`src/hdl/lff_pkg.sv`:
```
// Shared types and constants for the LUT function fitting block.
`default_nettype none

package lff_pkg;

	// Fixed field widths
	localparam int PAT_W  = 7;
	localparam int CFG_W  = 3;
	localparam int WORD_W = 64;

	// Reset value of the LUT input count
	localparam logic [CFG_W-1:0] LUT_INPUTS_RST = 3'd3;

	// Largest input count whose function fits in one word
	localparam logic [CFG_W-1:0] ONE_WORD_MAX_N = 3'd6;

	// One finished set, handed from the fitting stage to the result buffer
	typedef struct packed {
		logic              possible;
		logic              two_words;
		logic [WORD_W-1:0] word1;
		logic [WORD_W-1:0] word0;
	} lff_set_t;

endpackage

`default_nettype wire

```
`src/hdl/lff_fit.sv`:
```
// Input stage, pattern store and conflict tracking for LUT function fitting.
`default_nettype none

module lff_fit
	import lff_pkg::*;
#(
	parameter int MaxIn = 7
) (
	input  wire logic              clk,
	input  wire logic              arst_n,
	input  wire logic [CFG_W-1:0]  lut_inputs,
	input  wire logic              item_valid,
	output logic                   item_ready,
	input  wire logic [PAT_W-1:0]  pattern_bits,
	input  wire logic              target_bit,
	input  wire logic              care_bit,
	input  wire logic              final_position,
	input  wire logic              set_free,
	output logic                   set_load,
	output lff_set_t               set_data
);

	localparam int IdxW   = MaxIn;
	localparam int StoreW = 1 << MaxIn;
	localparam logic [CFG_W-1:0] MAX_N = CFG_W'(MaxIn);

	logic             valid_s1;
	logic [PAT_W-1:0] pattern_s1;
	logic             target_s1;
	logic             care_s1;
	logic             final_s1;

	logic [StoreW-1:0] known_q;
	logic [StoreW-1:0] value_q;
	logic              conflict_q;

	logic [CFG_W-1:0]    n_eff;
	logic [IdxW-1:0]     idx_mask;
	logic [IdxW-1:0]     idx;
	logic                hit_known;
	logic                fresh;
	logic [StoreW-1:0]   known_nxt;
	logic [StoreW-1:0]   value_nxt;
	logic                conflict_nxt;
	logic                adv;
	logic [2*WORD_W-1:0] func_bits;

	// Saturate the configured input count into range
	always_comb begin
		if (lut_inputs == '0) begin
			n_eff = CFG_W'(1);
		end else if (lut_inputs > MAX_N) begin
			n_eff = MAX_N;
		end else begin
			n_eff = lut_inputs;
		end
	end

	// Keep only the low n_eff pattern bits
	always_comb begin
		for (int i = 0; i < IdxW; i++) begin
			idx_mask[i] = (CFG_W'(i) < n_eff);
		end
	end

	assign idx = pattern_s1[IdxW-1:0] & idx_mask;

	// Fold the held request into the store
	always_comb begin
		hit_known    = known_q[idx];
		fresh        = care_s1 && !hit_known;
		known_nxt    = known_q;
		value_nxt    = value_q;
		known_nxt[idx] = known_q[idx] | care_s1;
		if (fresh) begin
			value_nxt[idx] = target_s1;
		end
		conflict_nxt = conflict_q | (care_s1 & hit_known & (value_q[idx] != target_s1));
	end

	// Advance unless a final request waits for buffer room
	assign adv        = valid_s1 && (!final_s1 || set_free);
	assign item_ready = !valid_s1 || adv;
	assign set_load   = valid_s1 && final_s1 && set_free;

	// Function bits; patterns beyond the store read as zero
	for (genvar i = 0; i < 2*WORD_W; i++) begin : g_func
		if (i < StoreW) begin : g_in
			assign func_bits[i] = known_nxt[i] & value_nxt[i];
		end else begin : g_out
			assign func_bits[i] = 1'b0;
		end
	end

	always_comb begin
		set_data.possible  = !conflict_nxt;
		set_data.two_words = (n_eff > ONE_WORD_MAX_N);
		set_data.word1     = func_bits[2*WORD_W-1:WORD_W];
		set_data.word0     = func_bits[WORD_W-1:0];
	end

	// Input register
	always_ff @(posedge clk or negedge arst_n) begin
		if (!arst_n) begin
			valid_s1 <= 1'b0;
		end else if (item_ready) begin
			valid_s1 <= item_valid;
		end
	end

	always_ff @(posedge clk) begin
		if (item_valid && item_ready) begin
			pattern_s1 <= pattern_bits;
			target_s1  <= target_bit;
			care_s1    <= care_bit;
			final_s1   <= final_position;
		end
	end

	// Store update; clear it once a set is handed on
	always_ff @(posedge clk or negedge arst_n) begin
		if (!arst_n) begin
			known_q    <= '0;
			conflict_q <= 1'b0;
		end else if (adv) begin
			if (final_s1) begin
				known_q    <= '0;
				conflict_q <= 1'b0;
			end else begin
				known_q    <= known_nxt;
				conflict_q <= conflict_nxt;
			end
		end
	end

	// Value bits count only where known, so no clear is needed
	always_ff @(posedge clk) begin
		if (adv) begin
			value_q <= value_nxt;
		end
	end

endmodule

`default_nettype wire

```
`src/hdl/lff_outbuf.sv`:
```
// Result buffer that holds the one or two function words of a set.
`default_nettype none

module lff_outbuf
	import lff_pkg::*;
(
	input  wire logic               clk,
	input  wire logic               arst_n,
	input  wire logic               set_load,
	input  wire lff_set_t           set_data,
	output logic                    set_free,
	output logic                    result_valid,
	input  wire logic               result_ready,
	output logic                    possible,
	output logic [WORD_W-1:0]       function_word,
	output logic                    word_index,
	output logic                    last_word
);

	logic [1:0]        cnt_q;
	logic              head_q;
	logic              possible_q;
	logic [WORD_W-1:0] word0_q;
	logic [WORD_W-1:0] word1_q;
	logic              pop;

	assign result_valid  = (cnt_q != 2'd0);
	assign pop           = result_valid && result_ready;
	assign set_free      = (cnt_q == 2'd0) || ((cnt_q == 2'd1) && result_ready);
	assign possible      = possible_q;
	assign word_index    = head_q;
	assign last_word     = (cnt_q == 2'd1);
	assign function_word = head_q ? word1_q : word0_q;

	// Count and head: load a set or drop the presented word
	always_ff @(posedge clk or negedge arst_n) begin
		if (!arst_n) begin
			cnt_q  <= 2'd0;
			head_q <= 1'b0;
		end else if (set_load) begin
			cnt_q  <= set_data.two_words ? 2'd2 : 2'd1;
			head_q <= 1'b0;
		end else if (pop) begin
			cnt_q  <= cnt_q - 2'd1;
			head_q <= 1'b1;
		end
	end

	// Payload
	always_ff @(posedge clk) begin
		if (set_load) begin
			possible_q <= set_data.possible;
			word0_q    <= set_data.word0;
			word1_q    <= set_data.word1;
		end
	end

endmodule

`default_nettype wire

```
`src/hdl/lut_function_fit.sv`:
```
// Top level of the LUT function fitting block.
//
//  Channel   Handshake                  Payload
//  item      item_valid / item_ready    pattern_bits, target_bit, care_bit, final_position
//  result    result_valid / result_ready possible, function_word, word_index, last_word
//  config    cfg_wen                    cfg_wdata (lut_inputs)
//
// One request per cycle unless a final request waits for buffer room; the first result
// word is presented once its final request has passed the input register into the buffer.
// A final request waits in the input register until the result buffer has room,
// and a set with seven inputs is delivered as two result words.
// Reset clears the store, the conflict flag and the buffer at once; lut_inputs resets to 3.
// A stall on the result side holds the buffer; requests keep flowing until a final one.
`default_nettype none

module lut_function_fit
	import lff_pkg::*;
#(
	parameter int MAX_LUT_INPUTS = 7
) (
	input  wire logic              clk,
	input  wire logic              arst_n,
	input  wire logic              cfg_wen,
	input  wire logic [CFG_W-1:0]  cfg_wdata,
	input  wire logic              item_valid,
	output logic                   item_ready,
	input  wire logic [PAT_W-1:0]  pattern_bits,
	input  wire logic              target_bit,
	input  wire logic              care_bit,
	input  wire logic              final_position,
	output logic                   result_valid,
	input  wire logic              result_ready,
	output logic                   possible,
	output logic [WORD_W-1:0]      function_word,
	output logic                   word_index,
	output logic                   last_word
);

	logic [CFG_W-1:0] lut_inputs_q;
	logic             set_free;
	logic             set_load;
	lff_set_t         set_data;

	// Configuration register
	always_ff @(posedge clk or negedge arst_n) begin
		if (!arst_n) begin
			lut_inputs_q <= LUT_INPUTS_RST;
		end else if (cfg_wen) begin
			lut_inputs_q <= cfg_wdata;
		end
	end

	lff_fit #(
		.MaxIn (MAX_LUT_INPUTS)
	) u_fit (
		.clk            (clk),
		.arst_n         (arst_n),
		.lut_inputs     (lut_inputs_q),
		.item_valid     (item_valid),
		.item_ready     (item_ready),
		.pattern_bits   (pattern_bits),
		.target_bit     (target_bit),
		.care_bit       (care_bit),
		.final_position (final_position),
		.set_free       (set_free),
		.set_load       (set_load),
		.set_data       (set_data)
	);

	lff_outbuf u_outbuf (
		.clk           (clk),
		.arst_n        (arst_n),
		.set_load      (set_load),
		.set_data      (set_data),
		.set_free      (set_free),
		.result_valid  (result_valid),
		.result_ready  (result_ready),
		.possible      (possible),
		.function_word (function_word),
		.word_index    (word_index),
		.last_word     (last_word)
	);

endmodule

`default_nettype wire

```
`config.mk`:
```
export PLATFORM = sky130hd
export DESIGN_NAME = lut_function_fit
export DESIGN_NICKNAME = d
export VERILOG_FILES = /design/src/hdl/lff_pkg.sv /design/src/hdl/lff_fit.sv /design/src/hdl/lff_outbuf.sv /design/src/hdl/lut_function_fit.sv
export SDC_FILE = /design/constraint.sdc
export NUM_CORES = 1
export LEC_CHECK = 0
export BUFFER_PORTS_ARGS = -buffer_cell sky130_fd_sc_hd__buf_2
export CELL_PAD_IN_SITES_DETAIL_PLACEMENT = 1
export CELL_PAD_IN_SITES_GLOBAL_PLACEMENT = 1
export CORE_ASPECT_RATIO = 0.9
export CORE_MARGIN = 2
export CORE_UTILIZATION = 45
export CTS_CLUSTER_SIZE = 12
export DETAILED_ROUTE_END_ITERATION = 8
export PLACE_DENSITY_LB_ADDON = 0.12
export SETUP_SLACK_MARGIN = 0.1
export SLEW_MARGIN = 20
export SYNTH_ARGS = -nofsm -noshare
export SYNTH_HDL_FRONTEND = slang
export SYNTH_SLANG_ARGS = --single-unit
```
`constraint.sdc`:
```
create_clock -name clk -period 12.8 [get_ports clk]
set_input_delay 3.84 -clock clk [delete_from_list [all_inputs] [get_ports clk]]
set_output_delay 3.84 -clock clk [all_outputs]
set_load 0.005 [all_outputs]
```
### Word-level counts from Yosys, hierarchy flattened

Cells that the tools add are included.

* bits in registers: 403
* bits of input ports: 18
* output and inout port bits: 69
* word-level logic and storage cells: 199

* $add $sub $neg: 1
* $lt $le $gt $ge: 11
* equal/unequal tests: 2
* mux-type cells: 19
* bitwise gates (word level): 133
* reduce and logical (&&, ||, !) cells: 19

Operator list (count)
* bitwise mux 128 bit: 2
* 2-to-1 mux 128 bit: 2
* bitwise AND 1 bit: 130
* 2-to-1 mux 64 bit: 1
* binary-select mux 1 bit (select 7 bit): 2
* less-than comparator 3 bit (first input constant): 3
* logical AND 1 bit: 8
* less-than comparator 7 x 8 -> 1 bit (second input constant): 1
* bitwise AND 7 bit: 1
* demux 1 bit (select 7 bit): 1
* greater-or-equal comparator 7 x 1 -> 1 bit (second input constant): 1
* greater-than comparator 3 bit (second input constant): 2
* less-than comparator 1 x 3 -> 1 bit (first input constant): 2
* less-than comparator 2 x 3 -> 1 bit (first input constant): 2
* 2-to-1 mux 1 bit: 6
* 2-to-1 mux 2 bit: 3
* 2-to-1 mux 3 bit: 2
* logical NOT 1 bit: 4
* nonzero test 2 bit: 2
* logical NOT 3 bit: 1
* logical OR 1 bit: 3
* == test 2 x 1 -> 1 bit (second input constant): 1
* logical NOT 2 bit: 1
* bitwise OR 1 bit: 2
* other kinds (2): 2

### Depth between registers and ports, before layout

* depth after elaboration: 12
* depth in mapped cells: 14

### By module

A second synthesis with hierarchy kept.

* cell total of the unflattened synthesis: 2123
* area total of the unflattened synthesis: 22738.1 µm²

By module, submodules not included
* lff_fit: instances 1, cells an instance 1898, area an instance 17591.9 µm²
* lff_outbuf: instances 1, cells an instance 219, area an instance 5034.8 µm²
* lut_function_fit: instances 1, cells an instance 6, area an instance 111.4 µm²

### Worst setup path after synthesis

No wires, ideal clock.

* path type: input port to flip-flop
* start: input result_ready
* end: register u_outbuf.cnt_q[1]
* library setup time: 0.401 ns
* arrival: 10.002 ns
* data required time: 12.399 ns
* setup slack: 2.397 ns
* stages: 3
* path buffers: 0
* path through: a21oi_1 -> nor2_1 -> o21ai_0

* longest elaborated chain between the ends: 4
* elaborated cells between the ends (all ways): 6
* those cells by class: 1 x mux; 5 x reduce/logical

RTL lines
* from (decl): RTL line lut_function_fit.sv:32 `input wire logic result_ready,`
* logical AND 1 bit (*): RTL line lff_outbuf.sv:29 `assign set_free = (cnt_q == 2'd0) || ((cnt_q == 2'd1) && result_ready);`
* logical OR 1 bit (*): RTL line lff_outbuf.sv:29
* logical AND 1 bit (*): RTL line lff_fit.sv:84 `assign set_load = valid_s1 && final_s1 && set_free;`
* named net set_load: RTL line lut_function_fit.sv:41 `logic set_load;`
* 2-to-1 mux 2 bit / nonzero test 2 bit (equally long branches)
* to (signal assigned): RTL line lff_outbuf.sv:41 `cnt_q <= set_data.two_words ? 2'd2 : 2'd1;`
* to (signal assigned): RTL line lff_outbuf.sv:44 `cnt_q <= cnt_q - 2'd1;`
* to (decl): RTL line lff_outbuf.sv:20 `logic [1:0] cnt_q;`

Mark *: on every way through the listed nets, which the timed path passes. The rest lies on a longest branch.
A chain may end at the register's enable or synchronous reset.

### Worst setup path in the final report

* start: input result_ready
* end: output item_ready

* longest elaborated chain between the ends: 5

RTL lines
* logical AND 1 bit: RTL line lff_outbuf.sv:29
* logical OR 1 bit: RTL line lff_outbuf.sv:29
* logical OR 1 bit: RTL line lff_fit.sv:82 `assign adv = valid_s1 && (!final_s1 || set_free);`
* logical AND 1 bit: RTL line lff_fit.sv:82
* logical OR 1 bit: RTL line lff_fit.sv:83 `assign item_ready = !valid_s1 || adv;`
* to (decl): RTL line lut_function_fit.sv:26 `output logic item_ready,`

Every way passes these cells.

==> run_results.csv <==
group,metric,value,unit
power_and_ir_drop,power.leakage,8.16,nW
synth,synth_area_per_cell,10.4,µm²
synth,synthCells,2011,
route,routed_wirelength,74600,µm
layout,final_nets,2034,
sta,tightest_slew,1.16,ns
setup_path,crit_chain,"buf_2, a21oi_1, nand3_1, buf_2",
placed_design,io_buffers,86,
global_route,grt.total_usage,30.7,%
synth,synth_top_family_by_area,"compound AO/OA/AOI/OAI gates",
placed_design,dp_cells,2573,
outcome,outcome,"finished, final reports clean",
placed_design,dp_slack,4.26,ns
setup_path,worst_setup_path_end_kind,"output pin",
synth,syn_area,20900,µm²
floorplan,num_rows,74,
power_and_ir_drop,powerDensity,190,nW/µm²
floorplan,io_pins,87,
layout,post-route-util,51.1,%
route,routedWlPerCell,28.0,µm
synth,async_reset_ff_share,33.7,%
clock_network,post-cts-setup-buffers,0,
synth,yosysWarnings,0,
setup_path,rr_worst_depth,12,
setup_path,crit_slowest_cell,"a21oi_1",
setup_path,crit_type,"in2out",
synth,synth_mux_area_share,9.05,%
route,vias_per_cell,6.52,
setup_path,cp-start-kind,"primary input",
synth,yosys-top-cells-area,"edfxtp_1, dfrtp_1, o21ai_0",
setup_path,crit_start,"result_ready",
floorplan,die_area,48300,µm²
sta,setup_slack,4.26,ns
setup_path,cp_common_cell,"buf_2",
placed_design,hpwl,44100,µm
sta,hold_violations,0,
route,vias,17300,
floorplan,core_area,45600,µm²
synth,synth_fa_ha_area_share,0.120,%
global_route,met2_usage,48.4,%
clock_network,clockBufferDepth,3,
synth,synth_flop_cell,"edfxtp_1",
clock_network,cts_tree,"built",
sta,period_minus_slack,8.54,ns
setup_path,reg2reg_from,"lut_inputs_q[2]$_DFFE_PN0P_",
setup_path,crit_required,8.96,ns
placed_design,place_area,21700,µm²
clock_network,ctsHoldBuffers,0,
sta,rsz0062_at_grt,"false",
layout,fillerInstances,4918,
synth,synth-compound-area-share,23.6,%
global_route,antenna_found_initial,2,
clock_network,clk_pin_slew,0.06,ns
route,initialDrtViolationCount,1863,
layout,final-seq-area,11400,µm²
floorplan,fp.dieH,209,µm
setup_path,arrival,4.70,ns
route,route.detailed.drc,0,
synth,syn-num-nets,2031,
global_route,globalRouteMet1Util,42.9,%
sta,max_freq,117,MHz
floorplan,die_width,231,µm
synth,synth_edf_count,267,
synth,synth_top_area_cell,"edfxtp_1",
sta,final_max_slew_viol_count,0,
route,firstDrtPassIters,5,
sta,skew,0.0215,ns
floorplan,start_util,45.9,%
setup_path,cp.depth,4,
clock_network,cts_sinks,403,
sta,setup_viol,0,
clock_network,htreeDepth,2,
global_route,grt_pass1_vias,17600,
setup_path,r2r-end,"u_outbuf.word1_q[55]$_DFFE_PP_",
min_path,worstHoldPathType,"reg2reg",
layout,multi_input_area,8720,µm²
clock_network,clk_latency,0.59,ns
route,drtAntennaViolNets,0,
setup_path,cp_top_family,"compound AO/OA/AOI/OAI gates",
synth,ys_ff_latch,403,
setup_path,crit_buf_inv,2,
global_route,grt_max_degree,136,
global_route,grt_overflow,0,
clock_network,ctsResizeCount,0,
synth,yosysTopAreaCellShare,38.3,%
synth,ys_seq_area_share,54.6,%
placed_design,gp_congestion,0.848,
synth,synthSimpleGateAreaFrac,8.44,%
synth,synth_xor_area_share,0.0837,%
clock_network,cts_buffers,46,
global_route,top_usage_layer,"met2",
global_route,met3_usage,4.94,%
global_route,grt_pass1_wl,113000,µm
sta,whs,0.517,ns
layout,fin_cells,2661,
synth,synth_cell_types,77,
sta,relSlewSlack,22.7,%
layout,design_area,23300,µm²
setup_path,cp-endpoint,"item_ready",
layout,syn2layout_area_growth,11.3,%
power_and_ir_drop,finalPower,4.42,mW
setup_path,max_stage_delay,0.38,ns
sta,post-route-period-util,66.7,%
flow_run,cap_viol_max_count,0,
setup_path,crit_fanout,4,
clock_network,cts_root_buf,"clkbuf_16",
sta,setup-tns-final,0,ns
setup_path,ff2ff_setup_slack,7.07,ns
power_and_ir_drop,ir_drop,116,µV
layout,drive_gt1_share,18.8,%
[cell families (layout without fill, tap and decap cells)]
family,count (synthesis),in the layout
flip-flops,403,403
multiplexers,169,169
other,0,1
XOR/XNOR,2,2
AND/OR/NAND/NOR,409,409
adder cells (fa/ha/maj),2,2
AO/OA/AOI/OAI,850,850
buffers and inverters,176,217
[power breakdown]
part	leakage, nW	switching (mW)	internal [mW]
sequential	4.43	0.166	1.71
combinational	2.94	0.758	0.363
clock	0.794	0.562	0.868
total	8.16	1.49	2.94
[layout by cell type, fill, tap and decap left out, drive strengths merged, types with 3 or more instances in the layout]
master,count
or2,4
a2111oi,3
dfrtp,134
o22ai,47
o21ai,493
nor2,77
o21a,4
nand3,17
and3,4
mux2i,25
nand2,261
nor3,17
nand4,3
mux2,142
o221a,3
bufinv,7
o22a,4
clkbuf,67
nor2b,4
edfxtp,267
o221ai,5
a211oi,6
a22oi,4
o31ai,109
inv,7
and2,10
clkinv,13
nand2b,4
buf,123
a21oi,124
a22o,23
[synthesized netlist by cell type, types with 4 or more instances]
master	number
a21oi_1	124
nor3_1	9
dfrtp_1	134
a211oi_1	6
mux2i_1	25
buf_4	9
nand2_1	259
buf_1	11
clkbuf_1	90
mux2_2	137
and3_1	4
nand2b_1	4
a22o_1	23
a22oi_1	4
o31ai_2	7
nand3_1	14
o221ai_1	5
mux2_1	5
nor2_1	75
nor3_2	7
o21ai_0	482
o31ai_1	102
buf_6	15
o21ai_1	11
buf_2	36
and2_1	9
clkbuf_2	6
o22a_1	4
inv_1	8
edfxtp_1	267
o22ai_1	45
[final cells by class]
class                           count  area share, %
Antenna cell                        1         0.0107
Clock buffer                       67           5.76
Clock inverter                     19           1.14
Inverter                            8          0.182
Multi-Input combinational cell   1432           37.4
Sequential cell                   403           49.0
Tap cell                          608           3.26
Timing Repair Buffer              123           3.20
[worst min-delay path by stage]
stage / startpoint / end / cells after the start
finish: u_fit.known_q[103]$_DFFE_PN0P_ / u_fit.known_q[103]$_DFFE_PN0P_ / 2
global route: u_fit.known_q[119]$_DFFE_PN0P_ / u_fit.known_q[119]$_DFFE_PN0P_ / 2
CTS: u_fit.known_q[103]$_DFFE_PN0P_ / u_fit.known_q[103]$_DFFE_PN0P_ / 2
detailed placement: u_fit.known_q[103]$_DFFE_PN0P_ / u_fit.known_q[103]$_DFFE_PN0P_ / 2
global placement: u_fit.known_q[99]$_DFFE_PN0P_ / u_fit.known_q[99]$_DFFE_PN0P_ / 2
floorplan: u_fit.known_q[119]$_DFFE_PN0P_ / u_fit.known_q[119]$_DFFE_PN0P_ / 2
[sequential cells by signal, summed over array words and instances, names as in the netlist]
name	cells
lut_inputs_q	3
u_outbuf.word_index	1
u_fit.conflict_q	1
u_outbuf.cnt_q	2
u_fit.known_q	128
u_fit.care_s1	1
u_fit.final_s1	1
u_outbuf.possible	1
u_outbuf.word1_q	64
u_fit.value_q	128
u_outbuf.word0_q	64
u_fit.valid_s1	1
u_fit.target_s1	1
u_fit.pattern_s1	7
[metal layers]
metal / wire [µm] / up-vias
li1: - / 7594
met2: 34500 / 661
met3: 5190 / 155
met4: 2550 / 2
met1: 32300 / 8929
met5: 18 / -
[worst min-delay path: stages (launching register included)]
cell	delay (ns)
dfrtp_1	0.37
nand2_1	0.06
o31ai_1	0.06
Note: power is estimated with default switching activity, not from simulation.
